===== src/sv/rrts_pkg.sv =====
// shared constants, command codes and queue entry type of the round-robin task scheduler
package rrts_pkg;

  localparam int MAX_TASKS   = 16;
  localparam int SLOT_W      = (MAX_TASKS > 1) ? $clog2(MAX_TASKS) : 1;
  localparam int CNT_W       = $clog2(MAX_TASKS + 1);
  localparam int ID_W        = 5;
  localparam int OP_W        = 3;
  localparam int STAT_W      = 2;
  localparam int XV_W        = 32;
  localparam int CMP_W       = (CNT_W > ID_W) ? CNT_W : ID_W;
  localparam int QUEUE_DEPTH = 2;
  localparam int QPTR_W      = $clog2(QUEUE_DEPTH);
  localparam int QCNT_W      = $clog2(QUEUE_DEPTH + 1);

  localparam logic [OP_W-1:0] OP_CREATE = 3'd0;
  localparam logic [OP_W-1:0] OP_START  = 3'd1;
  localparam logic [OP_W-1:0] OP_TICK   = 3'd2;
  localparam logic [OP_W-1:0] OP_BLOCK  = 3'd3;
  localparam logic [OP_W-1:0] OP_WAKE   = 3'd4;
  localparam logic [OP_W-1:0] OP_KILL   = 3'd5;
  localparam logic [OP_W-1:0] OP_WAIT   = 3'd6;

  localparam logic [STAT_W-1:0] ST_OK       = 2'd0;
  localparam logic [STAT_W-1:0] ST_NOTFOUND = 2'd1;
  localparam logic [STAT_W-1:0] ST_BLOCKED  = 2'd2;
  localparam logic [STAT_W-1:0] ST_FULL     = 2'd3;

  localparam logic [1:0] TS_READY      = 2'd0;
  localparam logic [1:0] TS_RUNNING    = 2'd1;
  localparam logic [1:0] TS_BLOCKED    = 2'd2;
  localparam logic [1:0] TS_TERMINATED = 2'd3;

  typedef struct packed {
    logic [OP_W-1:0]        op;
    logic [ID_W-1:0]        task_id;
    logic                   id_nz;
    logic [SLOT_W-1:0]      slot;
    logic signed [XV_W-1:0] exit_value;
  } cmd_t;

  function automatic logic [SLOT_W-1:0] first_set(input logic [MAX_TASKS-1:0] v);
    logic [SLOT_W-1:0] idx;
    idx = '0;
    for (int i = MAX_TASKS - 1; i >= 0; i--) begin
      if (v[i]) idx = SLOT_W'(i);
    end
    return idx;
  endfunction

endpackage


===== src/sv/rrts_front.sv =====
// front end: accepts commands and decodes them into queue entries
module rrts_front (
  input  logic                           start_i,
  input  logic                           full_i,
  input  logic [rrts_pkg::OP_W-1:0]      op_i,
  input  logic [rrts_pkg::ID_W-1:0]      task_id_i,
  input  logic signed [rrts_pkg::XV_W-1:0] exit_value_i,
  output logic                           busy_o,
  output logic                           push_o,
  output rrts_pkg::cmd_t                 entry_o
);
  import rrts_pkg::*;

  logic [CMP_W-1:0] id_m1;

  assign busy_o = full_i;
  assign push_o = start_i && !full_i;
  assign id_m1  = CMP_W'(task_id_i) - CMP_W'(1);

  always_comb begin
    entry_o.op         = op_i;
    entry_o.task_id    = task_id_i;
    entry_o.id_nz      = (task_id_i != '0);
    entry_o.slot       = id_m1[SLOT_W-1:0];
    entry_o.exit_value = exit_value_i;
  end

endmodule


===== src/sv/rrts_queue.sv =====
// short command queue between front and back
module rrts_queue (
  input  logic           clk_i,
  input  logic           rst_ni,
  input  logic           push_i,
  input  rrts_pkg::cmd_t entry_i,
  input  logic           pop_i,
  output rrts_pkg::cmd_t entry_o,
  output logic           full_o,
  output logic           empty_o
);
  import rrts_pkg::*;

  cmd_t              mem_q [QUEUE_DEPTH];
  logic [QPTR_W-1:0] wr_q, wr_d, rd_q, rd_d;
  logic [QCNT_W-1:0] cnt_q, cnt_d;

  assign full_o  = (cnt_q == QCNT_W'(QUEUE_DEPTH));
  assign empty_o = (cnt_q == '0);
  assign entry_o = mem_q[rd_q];

  always_comb begin
    wr_d  = wr_q;
    rd_d  = rd_q;
    cnt_d = cnt_q;
    if (push_i) begin
      wr_d = (wr_q == QPTR_W'(QUEUE_DEPTH - 1)) ? '0 : wr_q + QPTR_W'(1);
    end
    if (pop_i) begin
      rd_d = (rd_q == QPTR_W'(QUEUE_DEPTH - 1)) ? '0 : rd_q + QPTR_W'(1);
    end
    if (push_i && !pop_i) begin
      cnt_d = cnt_q + QCNT_W'(1);
    end else if (pop_i && !push_i) begin
      cnt_d = cnt_q - QCNT_W'(1);
    end
  end

  always_ff @(posedge clk_i) begin
    if (push_i) begin
      mem_q[wr_q] <= entry_i;
    end
  end

  always_ff @(posedge clk_i or negedge rst_ni) begin
    if (!rst_ni) begin
      wr_q  <= '0;
      rd_q  <= '0;
      cnt_q <= '0;
    end else begin
      wr_q  <= wr_d;
      rd_q  <= rd_d;
      cnt_q <= cnt_d;
    end
  end

endmodule


===== src/sv/rrts_back.sv =====
// back end: task table, exit and waiter memories, command execution and round-robin pick
module rrts_back (
  input  logic                             clk_i,
  input  logic                             rst_ni,
  input  logic                             empty_i,
  input  rrts_pkg::cmd_t                   head_i,
  output logic                             pop_o,
  output logic                             done_o,
  output logic [rrts_pkg::STAT_W-1:0]      status_o,
  output logic [rrts_pkg::ID_W-1:0]        result_id_o,
  output logic                             switched_o,
  output logic [rrts_pkg::ID_W-1:0]        woken_id_o,
  output logic signed [rrts_pkg::XV_W-1:0] exit_result_o
);
  import rrts_pkg::*;

  localparam logic [1:0] BK_IDLE  = 2'd0;
  localparam logic [1:0] BK_EXEC  = 2'd1;
  localparam logic [1:0] BK_SCHED = 2'd2;

  logic [1:0]        state_q, state_d;
  cmd_t              cmd_q, cmd_d;
  logic [CNT_W-1:0]  total_q, total_d;
  logic [SLOT_W-1:0] run_q, run_d;
  logic              started_q, started_d;
  logic [STAT_W-1:0] pend_q, pend_d;

  logic [1:0]        ts_q [MAX_TASKS];
  logic [1:0]        ts_d [MAX_TASKS];

  logic [XV_W-1:0]   exit_mem [MAX_TASKS];
  logic [ID_W-1:0]   link_mem [MAX_TASKS];
  logic [XV_W-1:0]   exit_rd_q;
  logic [ID_W-1:0]   link_rd_q;
  logic              exit_we;
  logic              link_we;
  logic [SLOT_W-1:0] link_waddr;
  logic [ID_W-1:0]   link_wdata;

  logic                   done_d, done_q;
  logic [STAT_W-1:0]      st_d, st_q;
  logic [ID_W-1:0]        rid_d, rid_q;
  logic                   sw_d, sw_q;
  logic [ID_W-1:0]        wk_d, wk_q;
  logic signed [XV_W-1:0] xr_d, xr_q;

  logic [MAX_TASKS-1:0] rdy;
  logic [MAX_TASKS-1:0] above;
  logic [SLOT_W-1:0]    pick;
  logic                 id_ok;
  logic [SLOT_W-1:0]    t;
  logic [ID_W-1:0]      cur_id;
  logic [CMP_W-1:0]     par;
  logic [SLOT_W-1:0]    tot_slot;

  assign done_o        = done_q;
  assign status_o      = st_q;
  assign result_id_o   = rid_q;
  assign switched_o    = sw_q;
  assign woken_id_o    = wk_q;
  assign exit_result_o = xr_q;

  assign t        = cmd_q.slot;
  assign id_ok    = cmd_q.id_nz && (CMP_W'(cmd_q.task_id) <= CMP_W'(total_q));
  assign cur_id   = started_q ? ID_W'(CMP_W'(run_q) + CMP_W'(1)) : '0;
  assign par      = CMP_W'(link_rd_q) - CMP_W'(1);
  assign tot_slot = total_q[SLOT_W-1:0];

  always_comb begin
    for (int i = 0; i < MAX_TASKS; i++) begin
      rdy[i] = (CNT_W'(i) < total_q) &&
               ((ts_q[i] == TS_READY) ||
                ((SLOT_W'(i) == run_q) && (ts_q[i] == TS_RUNNING)));
      above[i] = (SLOT_W'(i) > run_q);
    end
    pick = (|(rdy & above)) ? first_set(rdy & above) : first_set(rdy);
  end

  always_comb begin
    state_d    = state_q;
    cmd_d      = cmd_q;
    total_d    = total_q;
    run_d      = run_q;
    started_d  = started_q;
    pend_d     = pend_q;
    ts_d       = ts_q;
    exit_we    = 1'b0;
    link_we    = 1'b0;
    link_waddr = t;
    link_wdata = '0;
    pop_o      = 1'b0;
    done_d     = 1'b0;
    st_d       = st_q;
    rid_d      = rid_q;
    sw_d       = sw_q;
    wk_d       = wk_q;
    xr_d       = xr_q;
    case (state_q)
      BK_IDLE: begin
        if (!empty_i) begin
          pop_o   = 1'b1;
          cmd_d   = head_i;
          state_d = BK_EXEC;
        end
      end
      BK_EXEC: begin
        state_d = BK_IDLE;
        done_d  = 1'b1;
        st_d    = ST_OK;
        rid_d   = cur_id;
        sw_d    = 1'b0;
        wk_d    = '0;
        xr_d    = '0;
        case (cmd_q.op)
          OP_CREATE: begin
            if (total_q >= CNT_W'(MAX_TASKS)) begin
              st_d  = ST_FULL;
              rid_d = '0;
            end else begin
              ts_d[tot_slot] = TS_READY;
              link_we        = 1'b1;
              link_waddr     = tot_slot;
              link_wdata     = '0;
              total_d        = total_q + CNT_W'(1);
              rid_d          = ID_W'(CMP_W'(total_q) + CMP_W'(1));
            end
          end
          OP_START: begin
            if (total_q == '0) begin
              st_d = ST_FULL;
            end else if (!started_q) begin
              run_d     = '0;
              ts_d[0]   = TS_RUNNING;
              started_d = 1'b1;
              sw_d      = 1'b1;
              rid_d     = ID_W'(1);
            end
          end
          OP_TICK, OP_BLOCK: begin
            if (!started_q) begin
              st_d = ST_FULL;
            end else begin
              if (cmd_q.op == OP_BLOCK) ts_d[run_q] = TS_BLOCKED;
              pend_d  = ST_OK;
              done_d  = 1'b0;
              state_d = BK_SCHED;
            end
          end
          OP_WAKE: begin
            if (!id_ok) begin
              st_d = ST_NOTFOUND;
            end else if (ts_q[t] == TS_BLOCKED) begin
              ts_d[t] = TS_READY;
            end
          end
          OP_KILL: begin
            if (!id_ok || ts_q[t] == TS_TERMINATED) begin
              st_d = ST_NOTFOUND;
            end else begin
              exit_we = 1'b1;
              ts_d[t] = TS_TERMINATED;
              if (link_rd_q != '0) begin
                if ((par < CMP_W'(total_q)) && (par[SLOT_W-1:0] != t) &&
                    (ts_q[par[SLOT_W-1:0]] == TS_BLOCKED)) begin
                  ts_d[par[SLOT_W-1:0]] = TS_READY;
                end
                wk_d       = link_rd_q;
                link_we    = 1'b1;
                link_wdata = '0;
              end
            end
          end
          OP_WAIT: begin
            if (!id_ok) begin
              st_d = ST_NOTFOUND;
              xr_d = '1;
            end else if (ts_q[t] == TS_TERMINATED) begin
              xr_d = exit_rd_q;
            end else if (!started_q) begin
              st_d = ST_FULL;
            end else begin
              link_we     = 1'b1;
              link_wdata  = ID_W'(CMP_W'(run_q) + CMP_W'(1));
              ts_d[run_q] = TS_BLOCKED;
              pend_d      = ST_BLOCKED;
              done_d      = 1'b0;
              state_d     = BK_SCHED;
            end
          end
          default: begin
          end
        endcase
      end
      BK_SCHED: begin
        state_d = BK_IDLE;
        done_d  = 1'b1;
        st_d    = pend_q;
        wk_d    = '0;
        xr_d    = '0;
        sw_d    = 1'b0;
        if (|rdy) begin
          if (pick != run_q) begin
            if (ts_q[run_q] == TS_RUNNING) ts_d[run_q] = TS_READY;
            sw_d = 1'b1;
          end
          ts_d[pick] = TS_RUNNING;
          run_d      = pick;
          rid_d      = ID_W'(CMP_W'(pick) + CMP_W'(1));
        end else begin
          ts_d[run_q] = TS_RUNNING;
          rid_d       = ID_W'(CMP_W'(run_q) + CMP_W'(1));
        end
      end
      default: begin
        state_d = BK_IDLE;
      end
    endcase
  end

  always_ff @(posedge clk_i) begin
    ts_q <= ts_d;
    if (exit_we) begin
      exit_mem[t] <= cmd_q.exit_value;
    end
    exit_rd_q <= exit_mem[head_i.slot];
  end

  always_ff @(posedge clk_i) begin
    if (link_we) begin
      link_mem[link_waddr] <= link_wdata;
    end
    link_rd_q <= link_mem[head_i.slot];
  end

  always_ff @(posedge clk_i) begin
    cmd_q  <= cmd_d;
    pend_q <= pend_d;
    st_q   <= st_d;
    rid_q  <= rid_d;
    sw_q   <= sw_d;
    wk_q   <= wk_d;
    xr_q   <= xr_d;
  end

  always_ff @(posedge clk_i or negedge rst_ni) begin
    if (!rst_ni) begin
      state_q   <= BK_IDLE;
      total_q   <= '0;
      run_q     <= '0;
      started_q <= 1'b0;
      done_q    <= 1'b0;
    end else begin
      state_q   <= state_d;
      total_q   <= total_d;
      run_q     <= run_d;
      started_q <= started_d;
      done_q    <= done_d;
    end
  end

endmodule


===== src/sv/round_robin_task_scheduler.sv =====
// top level of the round-robin task scheduler
//
// channel   ports                                              handshake
// command   op_i task_id_i exit_value_i                        start_i high, busy_o low
// result    status_o result_id_o switched_o woken_id_o         done_o one-cycle strobe
//           exit_result_o
//
// a command waits in a two-item queue, then passes the back end states idle (pop
// and memory read) and execute, plus a schedule state for tick, block and a
// blocking wait (round-robin pick over all slots); results are registered
// busy_o rises only while the queue is full
// reset leaves an empty table, not started; the receiver cannot stall results
module round_robin_task_scheduler (
  input  logic                             clk_i,
  input  logic                             rst_ni,
  input  logic                             start_i,
  output logic                             busy_o,
  input  logic [rrts_pkg::OP_W-1:0]        op_i,
  input  logic [rrts_pkg::ID_W-1:0]        task_id_i,
  input  logic signed [rrts_pkg::XV_W-1:0] exit_value_i,
  output logic                             done_o,
  output logic [rrts_pkg::STAT_W-1:0]      status_o,
  output logic [rrts_pkg::ID_W-1:0]        result_id_o,
  output logic                             switched_o,
  output logic [rrts_pkg::ID_W-1:0]        woken_id_o,
  output logic signed [rrts_pkg::XV_W-1:0] exit_result_o
);
  import rrts_pkg::*;

  cmd_t push_entry;
  cmd_t head;
  logic push;
  logic pop;
  logic full;
  logic empty;

  rrts_front u_front (
    .start_i      (start_i),
    .full_i       (full),
    .op_i         (op_i),
    .task_id_i    (task_id_i),
    .exit_value_i (exit_value_i),
    .busy_o       (busy_o),
    .push_o       (push),
    .entry_o      (push_entry)
  );

  rrts_queue u_queue (
    .clk_i   (clk_i),
    .rst_ni  (rst_ni),
    .push_i  (push),
    .entry_i (push_entry),
    .pop_i   (pop),
    .entry_o (head),
    .full_o  (full),
    .empty_o (empty)
  );

  rrts_back u_back (
    .clk_i         (clk_i),
    .rst_ni        (rst_ni),
    .empty_i       (empty),
    .head_i        (head),
    .pop_o         (pop),
    .done_o        (done_o),
    .status_o      (status_o),
    .result_id_o   (result_id_o),
    .switched_o    (switched_o),
    .woken_id_o    (woken_id_o),
    .exit_result_o (exit_result_o)
  );

endmodule


===== config.mk =====
export PLATFORM = sky130hd
export DESIGN_NAME = round_robin_task_scheduler
export DESIGN_NICKNAME = d
export VERILOG_FILES = /design/src/sv/rrts_pkg.sv /design/src/sv/rrts_front.sv /design/src/sv/rrts_queue.sv /design/src/sv/rrts_back.sv /design/src/sv/round_robin_task_scheduler.sv
export SDC_FILE = /design/constraint.sdc
export NUM_CORES = 1
export LEC_CHECK = 0
export ABC_AREA = 1
export CAP_MARGIN = 5
export CORE_MARGIN = 4
export CORE_UTILIZATION = 35
export CTS_CLUSTER_DIAMETER = 150
export DETAILED_ROUTE_END_ITERATION = 16
export DONT_BUFFER_PORTS = 1
export PLACE_DENSITY = 0.53
export SETUP_SLACK_MARGIN = 0.4
export SLEW_MARGIN = 15
export SYNTH_ARGS = -nofsm -noshare
export SYNTH_HDL_FRONTEND = slang
export SYNTH_SLANG_ARGS = --single-unit

===== constraint.sdc =====
create_clock -name clk_i -period 8 [get_ports clk_i]
set_input_delay 1.6 -clock clk_i [delete_from_list [all_inputs] [get_ports clk_i]]
set_output_delay 1.6 -clock clk_i [all_outputs]
set_load 0.01 [all_outputs]

==> results.md, run 1 <==
- Core Util, Final: between 30% and 40%
- Reg2Reg Capture Point: u_back.exit_mem[1][6]
- Final worst path period share: between 50% and 60%
- DRC Markers: 0
- Post-CTS sizing: 0
- CP cell instances: inv_1, ha_1, a21oi_1, o221ai_1, o21ai_0, nand2_2, inv_1, nand2_1, inv_1, nand3_1, buf_4, nor2_4, buf_4
- Wire length per cell: around 23 µm
- CP Launch Type: flop
- Total clock sinks: ~860
- Placed cell area: 39730 µm²
- Root buffer cell: clkbuf_16
- Max incr delay on CP: about 0.68 ns
- Worst vdd ir: 0.3856 mV
- Nets: 3528
- Top_reg_cell synth: edfxtp_1
- Crit-path max FO: 33
- Die W: 338.5 µm
- Slowest-stage cell, CP: dfrtp_1
- Comb pwr share: 38.9%
- Synth warn: 0
- # diodes: 0
- Hold Fails Final Rpt: 0
- Setup Slack @ Placement: 3.528 ns
- Hold_buf cts: 0
- Cell Area, Synth: between 30000 and 40000 µm²
- I/O pins: 90
- Commonest non-fill, non-tap cell in the layout: edfxtp_1
- Reg2reg path depth: 13
- Worst-Margin Slew: roughly 1.1 ns
- Worst r2r src: u_back.total_q[2]
- Status: finished, final reports clean
- Mapped Nets: 3596
- Fin crit period: 4.449 ns
- Share of async-settable or async-resettable flops after synthesis: 1.979%
- CP bufs+invs: 5
- Layout area overhead: 12.45%
- Hold-critical path endpoint: u_back.cmd_q[23]
- Worst EP arrival: between 4 and 5 ns
- Clk network pwr share: 23.1%
- Max Clk Rate: 224.8 MHz
- Setup-failing EPs final: 0
- Mean Syn Cell Area: 10.85 µm²
- H-tree depth: 3
- Slew Limit Fails: 0
- DRT Pass-1 Iters: 8
- Die area: 114600 µm²
- Final Cell Area: 42990 µm²
- Reg2reg setup slack: 3.55 ns
- Die H: 338.5 µm
- Vias in the first global route: between 20k and 30k
- Setup CP Type: flop to flop
- GP Congestion: 0.9950
- Post-DP HPWL: 70890 µm
- Switching Fraction: 43.68%
- Cell repeated most along the worst path: inv_1
- Worst-path clk slew: roughly 0.060 ns
- Clock Latency Late Sink: 0.68 ns
- Share of layout cells above drive strength 1: 7.810%
- Worst path required time: 8.35 ns
- Synth cell types: 56
- Yosys reg bits: 859
- Initial antenna violation count: 1
- Reg power frac: 37.9%
- Total Wirelength: 114400 µm
- Vias/cell: 5.460
- Cells after Synth: 3522
- CP Capture Type: flop
- CP top delay family: simple AND/OR/NAND/NOR gates
- Core Area: 107800 µm²
- Clk_skew: 0.04964 ns
- Post-synth EDFFs: 805
- GRT Total Usage: 19.32%
- Int Power: 0.01068 W
- FILL cells: 10.34k
- CTS tree: done
- First-pass GRT wire length: ~170000 µm
- Hold WC Path Type: flop to flop
- Leakage power figure: 15.11 nW
- Pwr Total: 0.01897 W
- Sequential area share after synthesis: 66.28%
- Pin count of the biggest net entering global routing: 165
- Final worst slack: 3.551 ns
- First DRT Iteration DRCs: 2715
- Remaining global-route overflow: 0
- Slew HR: between 20% and 30%
- Initial core utilization: 35.46%
- Hold path startpoint: u_queue.mem_q[0][23]
- Power density over the cells: 441.3 nW/µm²
- Number of core rows: 120
- Vias: 26.95k
- Switching pwr: 0.008288 W
- Detail Route Antenna Nets: 0
- Commonest cells after routing, fill and taps aside: 805 x edfxtp_1, 489 x nand2_1, 446 x o21ai_0, 369 x a21oi_1, 334 x nor2_1
- Unrepaired setup endpoints after global routing: false
- PortBufs: 0
- Post-CTS setup buffer count: 0
- Fin Setup TNS: 0 ns
- Hold Path Cell Cnt: 2
- Clock buffer depth: 3
- Max-cap violations: 0
- Total CTS buffers: 94
registers in the layout, indices dropped and copies added (netlist names), 4 cells and up:
name and count:
u_back.result_id_o 5, u_back.exit_result_o 32, u_back.total_q 5, u_back.exit_mem 512, u_queue.mem_q 90, u_back.link_rd_q 5
u_back.link_mem 80, u_back.exit_rd_q 32, u_back.run_q 4, u_back.t 4, u_back.ts_q 32, u_back.cmd_q 41
u_back.woken_id_o 5
area by class of cell:
type / instances / area [µm²] / share of cell area [%]
well taps: 1403 / 1755 / 4.083
repair buffers: 48 / 455.4 / 1.059
multi-input cells: 2171 / 11210 / 26.07
clock buffers: 134 / 2708 / 6.298
clock inverters: 42 / 462.9 / 1.077
flip-flops and latches: 859 / 25340 / 58.95
inverters: 280 / 1059 / 2.462
metal layers:
metal | vias to the layer above | GRT usage (%) | wire, µm
met5 | - | 0 | 0
met4 | 0 | 6.918 | 4336
met3 | 248 | 3.598 | 7648
met2 | 984 | 31.05 | 52980
met1 | 13148 | 26.28 | 49410
li1 | 12574 | - | -
cells by family after synthesis:
logic type,after synthesis,synth area share (%)
compound gates,1067,15.86
simple gates,1065,11.69
flops,859,66.28
buf+inv,492,4.971
fa+ha+maj,31,1.015
xor+xnor,7,0.1604
mux,1,0.02618
per-stage QoR:
step,cells,hold WS [ns]
6_report,4937,0.5045
5_1_grt,4937,0.5228
4_1_cts,4933,0.5109
3_5_place_dp,4757,0.4962
3_3_place_gp,4756,0.4920
2_1_floorplan,3522,0.4868
power by group through the flow:
stage / logic, W / registers [W] / clock network, W
floorplan: 0.00497 / 0.00678 / 0
global placement: 0.00731 / 0.00729 / 0
finish: 0.00739 / 0.00720 / 0.00439
CTS: 0.00734 / 0.00720 / 0.00448
global route: 0.00806 / 0.00729 / 0.00467
detailed placement: 0.00731 / 0.00729 / 0
synth_stat cells (14+ instances only):
| library cell | instances | area, µm² |
|---|---|---|
| nand4_1 | 28 | 175.2 |
| a21oi_1 | 369 | 1847 |
| a31oi_1 | 17 | 106.4 |
| o21ai_0 | 447 | 2237 |
| nor3_1 | 82 | 410.4 |
| nand2_1 | 493 | 1851 |
| nor2_1 | 350 | 1314 |
| o31ai_1 | 28 | 210.2 |
| dfrtp_1 | 17 | 425.4 |
| o211ai_1 | 41 | 307.8 |
| inv_1 | 261 | 979.7 |
| dfxtp_1 | 37 | 740.7 |
| ha_1 | 31 | 387.9 |
| buf_1 | 16 | 60.06 |
| o221ai_1 | 76 | 665.6 |
| nand3_1 | 65 | 325.3 |
| nand2_2 | 14 | 87.58 |
| o32ai_1 | 26 | 227.7 |
| edfxtp_1 | 805 | 24170 |
| clkbuf_1 | 182 | 683.2 |
| o22ai_1 | 33 | 206.5 |
worst max path at each step:
stage | startpoint | endpoint | slack (ns) | cells after the start
5_1_grt | u_back.total_q[2] | u_back.exit_mem[1][27] | 3.18 | 13
3_3_place_gp | u_back.total_q[2] | u_back.exit_mem[1][1] | 3.66 | 13
2_1_floorplan | u_back.total_q[4] | u_back.ts_q[0] | 3.21 | 13
3_5_place_dp | u_back.total_q[2] | u_back.exit_mem[1][1] | 3.53 | 13
6_report | u_back.total_q[2] | u_back.exit_mem[1][6] | 3.55 | 13
4_1_cts | u_back.total_q[2] | u_back.exit_mem[1][27] | 3.52 | 13
tightest hold or removal path, stage by stage, from the launching register on:
cell,delay [ns]
edfxtp_1,0.31
nand2_1,0.05
nand2_1,0.04
Power figures use the tool's default switching activity.
==> inputs of run 2 (changes only) <==
- clock period: 8 -> 4.5 ns (I/O delays scaled with it)
==> results.md, run 2 (synthesis gave the netlist of run 1 again) <==
- Core Util, Final: 40.29% (+0.42 points)
- Total clock sinks: 859 (unchanged)
- Power density over the cells: 785.8 nW/µm² (+78%)
- GRT Total Usage: 19.76% (+0.43 points)
- Hold Fails Final Rpt: 0 (unchanged)
- Worst EP arrival: 4.28 ns (-0.52 ns)
- Largest registers: u_back.exit_mem x512, u_queue.mem_q x90, u_back.link_mem x80
- First-pass GRT wire length: 172900 µm (+1.6%)
- DRT Pass-1 Iters: 6 (-2)
- Comb pwr share: 40.7% (+1.8 points)
- Root buffer cell: clkbuf_16
- Slew HR: 28.47% (+4.2 points)
- Total Wirelength: 118000 µm (+3.2%)
- Worst vdd ir: 0.7861 mV (+100%)
- Status: finished, final reports clean
- Max incr delay on CP: 0.64 ns (-0.04 ns)
- GP Congestion: 0.9669 (-2.8%)
- Crit-path max FO: 16 (-52%)
- Vias in the first global route: 25.83k (+1.2%)
- DRC Markers: 0 (unchanged)
- Slew Limit Fails: 0 (unchanged)
- Max-cap violations: 0 (unchanged)
- Core Area: 107800 µm² (unchanged)
- Total CTS buffers: 95 (+1.1%)
- Worst-Margin Slew: 1.069 ns (-0.06330 ns)
- Clk network pwr share: 22.3% (-0.8 points)
- Pin count of the biggest net entering global routing: 166 (+0.61%)
- Pwr Total: 0.03413 W (+80%)
- Hold WC Path Type: primary input to flop
- Die W: 338.5 µm (unchanged)
- Initial antenna violation count: 3 (+2)
- Worst path required time: 4.79 ns (-3.56 ns)
- Nets: 3572 (+1.2%)
- I/O pins: 90 (unchanged)
- Clock Latency Late Sink: 0.69 ns (about the same)
- Slowest-stage cell, CP: dfrtp_2
- CP Capture Type: flop
- Final worst path period share: 88.67% (+33 points)
- First DRT Iteration DRCs: 3068 (+13%)
- CTS tree: done
- FILL cells: 10.36k (+0.20%)
- Setup-failing EPs final: 0 (unchanged)
- Max reg flops: 512 (unchanged)
- Switching pwr: 0.01505 W (+82%)
- Top reg by flops: u_back.exit_mem
- Commonest non-fill, non-tap cell in the layout: edfxtp_1
- Commonest cells after routing, fill and taps aside: 805 x edfxtp_1, 488 x nand2_1, 446 x o21ai_0, 369 x a21oi_1, 327 x nor2_1
- Reg power frac: 36.9% (-1.0 points)
- Number of core rows: 120 (unchanged)
- PortBufs: 0 (unchanged)
- Leakage power figure: 15.29 nW (+1.2%)
- Post-DP HPWL: 70870 µm (about the same)
- Die area: 114600 µm² (unchanged)
- Switching Fraction: 44.10% (+0.41 points)
- Post-Place Cells: 4802 (+0.95%)
- Worst-path clk slew: 0.06 ns (about the same)
- Max Clk Rate: 250.6 MHz (+12%)
- Share of layout cells above drive strength 1: 9.312% (+1.5 points)
- Int Power: 0.01908 W (+79%)
- Non-Filler Instances: 4981 (+0.89%)
- Layout area overhead: 13.62%
- Detail Route Antenna Nets: 0 (unchanged)
- Initial core utilization: 35.46% (unchanged)
- H-tree depth: 3 (unchanged)
- Wire length per cell: 23.69 µm (+2.2%)
- Fin crit period: 3.990 ns (-0.4594 ns)
- Unrepaired setup endpoints after global routing: false
- Vias: 27.53k (+2.1%)
- CP cell instances: inv_1, ha_1, a21oi_1, o221ai_1, o21ai_0, nand2_2, inv_1, nand2_1, nor3_2, nor3_1, nor2_1, buf_4, nand2_1, nor2_1
- Setup CP Type: flop to flop
- Vias/cell: 5.526 (+1.2%)
- Clock buffer depth: 3 (unchanged)
- CP Launch Type: flop
- Die H: 338.5 µm (unchanged)
- Clk_skew: 0.04888 ns (-0.0007621 ns)
- Remaining global-route overflow: 0 (unchanged)
==> run 2: layout make-up <==
class                   instances  area, µm²  area share, %
flip-flops and latches        859      25340          58.35
multi-input cells            2172      11280          25.96
clock buffers                 134       2635          6.066
well taps                    1403       1755          4.041
inverters                     280       1066          2.454
repair buffers                 90      915.9          2.108
clock inverters                41      437.9          1.008
diodes                          2      5.005        0.01152
==> run 2: worst paths after layout <==
path / start / endpoint / slack, ns / cells past startpoint
min in group asynchronous: rst_ni / u_back.done_o / 0.85 / 1
worst min-delay path: exit_value_i[28] / u_queue.mem_q[0][28] / 0.30 / 0
worst max register to register: u_back.total_q[2] / u_back.link_mem[13][2] / 0.51 / 14
max in group asynchronous: rst_ni / u_queue.rd_q / 2.92 / 1
worst min register to register: u_queue.mem_q[0][0] / u_back.cmd_q[0] / 0.50 / 2
worst max-delay path: u_back.total_q[2] / u_back.link_mem[13][2] / 0.51 / 14
==> run 2: worst max-delay path, delay by kind of cell, from the launching register on <==
kind / cells / cell delay (ns)
adders and majority gates: 1 / 0.38
and+or+nand+nor: 7 / 1.60
buffers and inverters: 3 / 0.56
AOI/OAI and AO/OA: 3 / 0.37
DFF: 1 / 0.64
==> run 2: routing by layer <==
| metal | track usage [%] | share of wire (%) | routed length [µm] |
|---|---|---|---|
| met5 | 0 | 0 | 0 |
| met4 | 6.401 | 3.3 | 3888 |
| met3 | 3.547 | 7.1 | 8346 |
| met2 | 31.68 | 46 | 54490 |
| met1 | 27.29 | 43 | 51250 |
==> run 2: power groups by stage <==
| stage | combinational [W] | sequential [W] | clock (W) |
|---|---|---|---|
| 2_1_floorplan | 0.00884 | 0.0120 | 0 |
| 3_3_place_gp | 0.0135 | 0.0128 | 0 |
| 3_5_place_dp | 0.0135 | 0.0128 | 0 |
| 4_1_cts | 0.0135 | 0.0126 | 0.00779 |
| 5_1_grt | 0.0150 | 0.0128 | 0.00811 |
| 6_report | 0.0139 | 0.0126 | 0.00763 |
==> run 2: what timing repair did <==
| item | in CTS | in global routing |
|---|---|---|
| buffers inserted | 0 | 0 |
| endpoints found under the hold margin | 17 | 0 |
| resized for setup | 3 | 21 |
| setup endpoints to repair | 80 | 102 |
| hold buffers | 1 | 0 |
| pin swaps | 0 | 1 |
| cloned | 0 | 1 |
==> run 2: metrics by stage <==
stage	area [µm²]	setup slack [ns]	TNS, ns	hold WS (ns)
floorplan	38240	-0.08188	-15.70	0.4868
global placement	40260	0.1070	0	0.4911
detailed placement	40260	0.1549	0	0.4955
CTS	43350	0.3867	0	0.2588
global route	43430	0.4002	0	0.2700
finish	43440	0.5100	0	0.3018
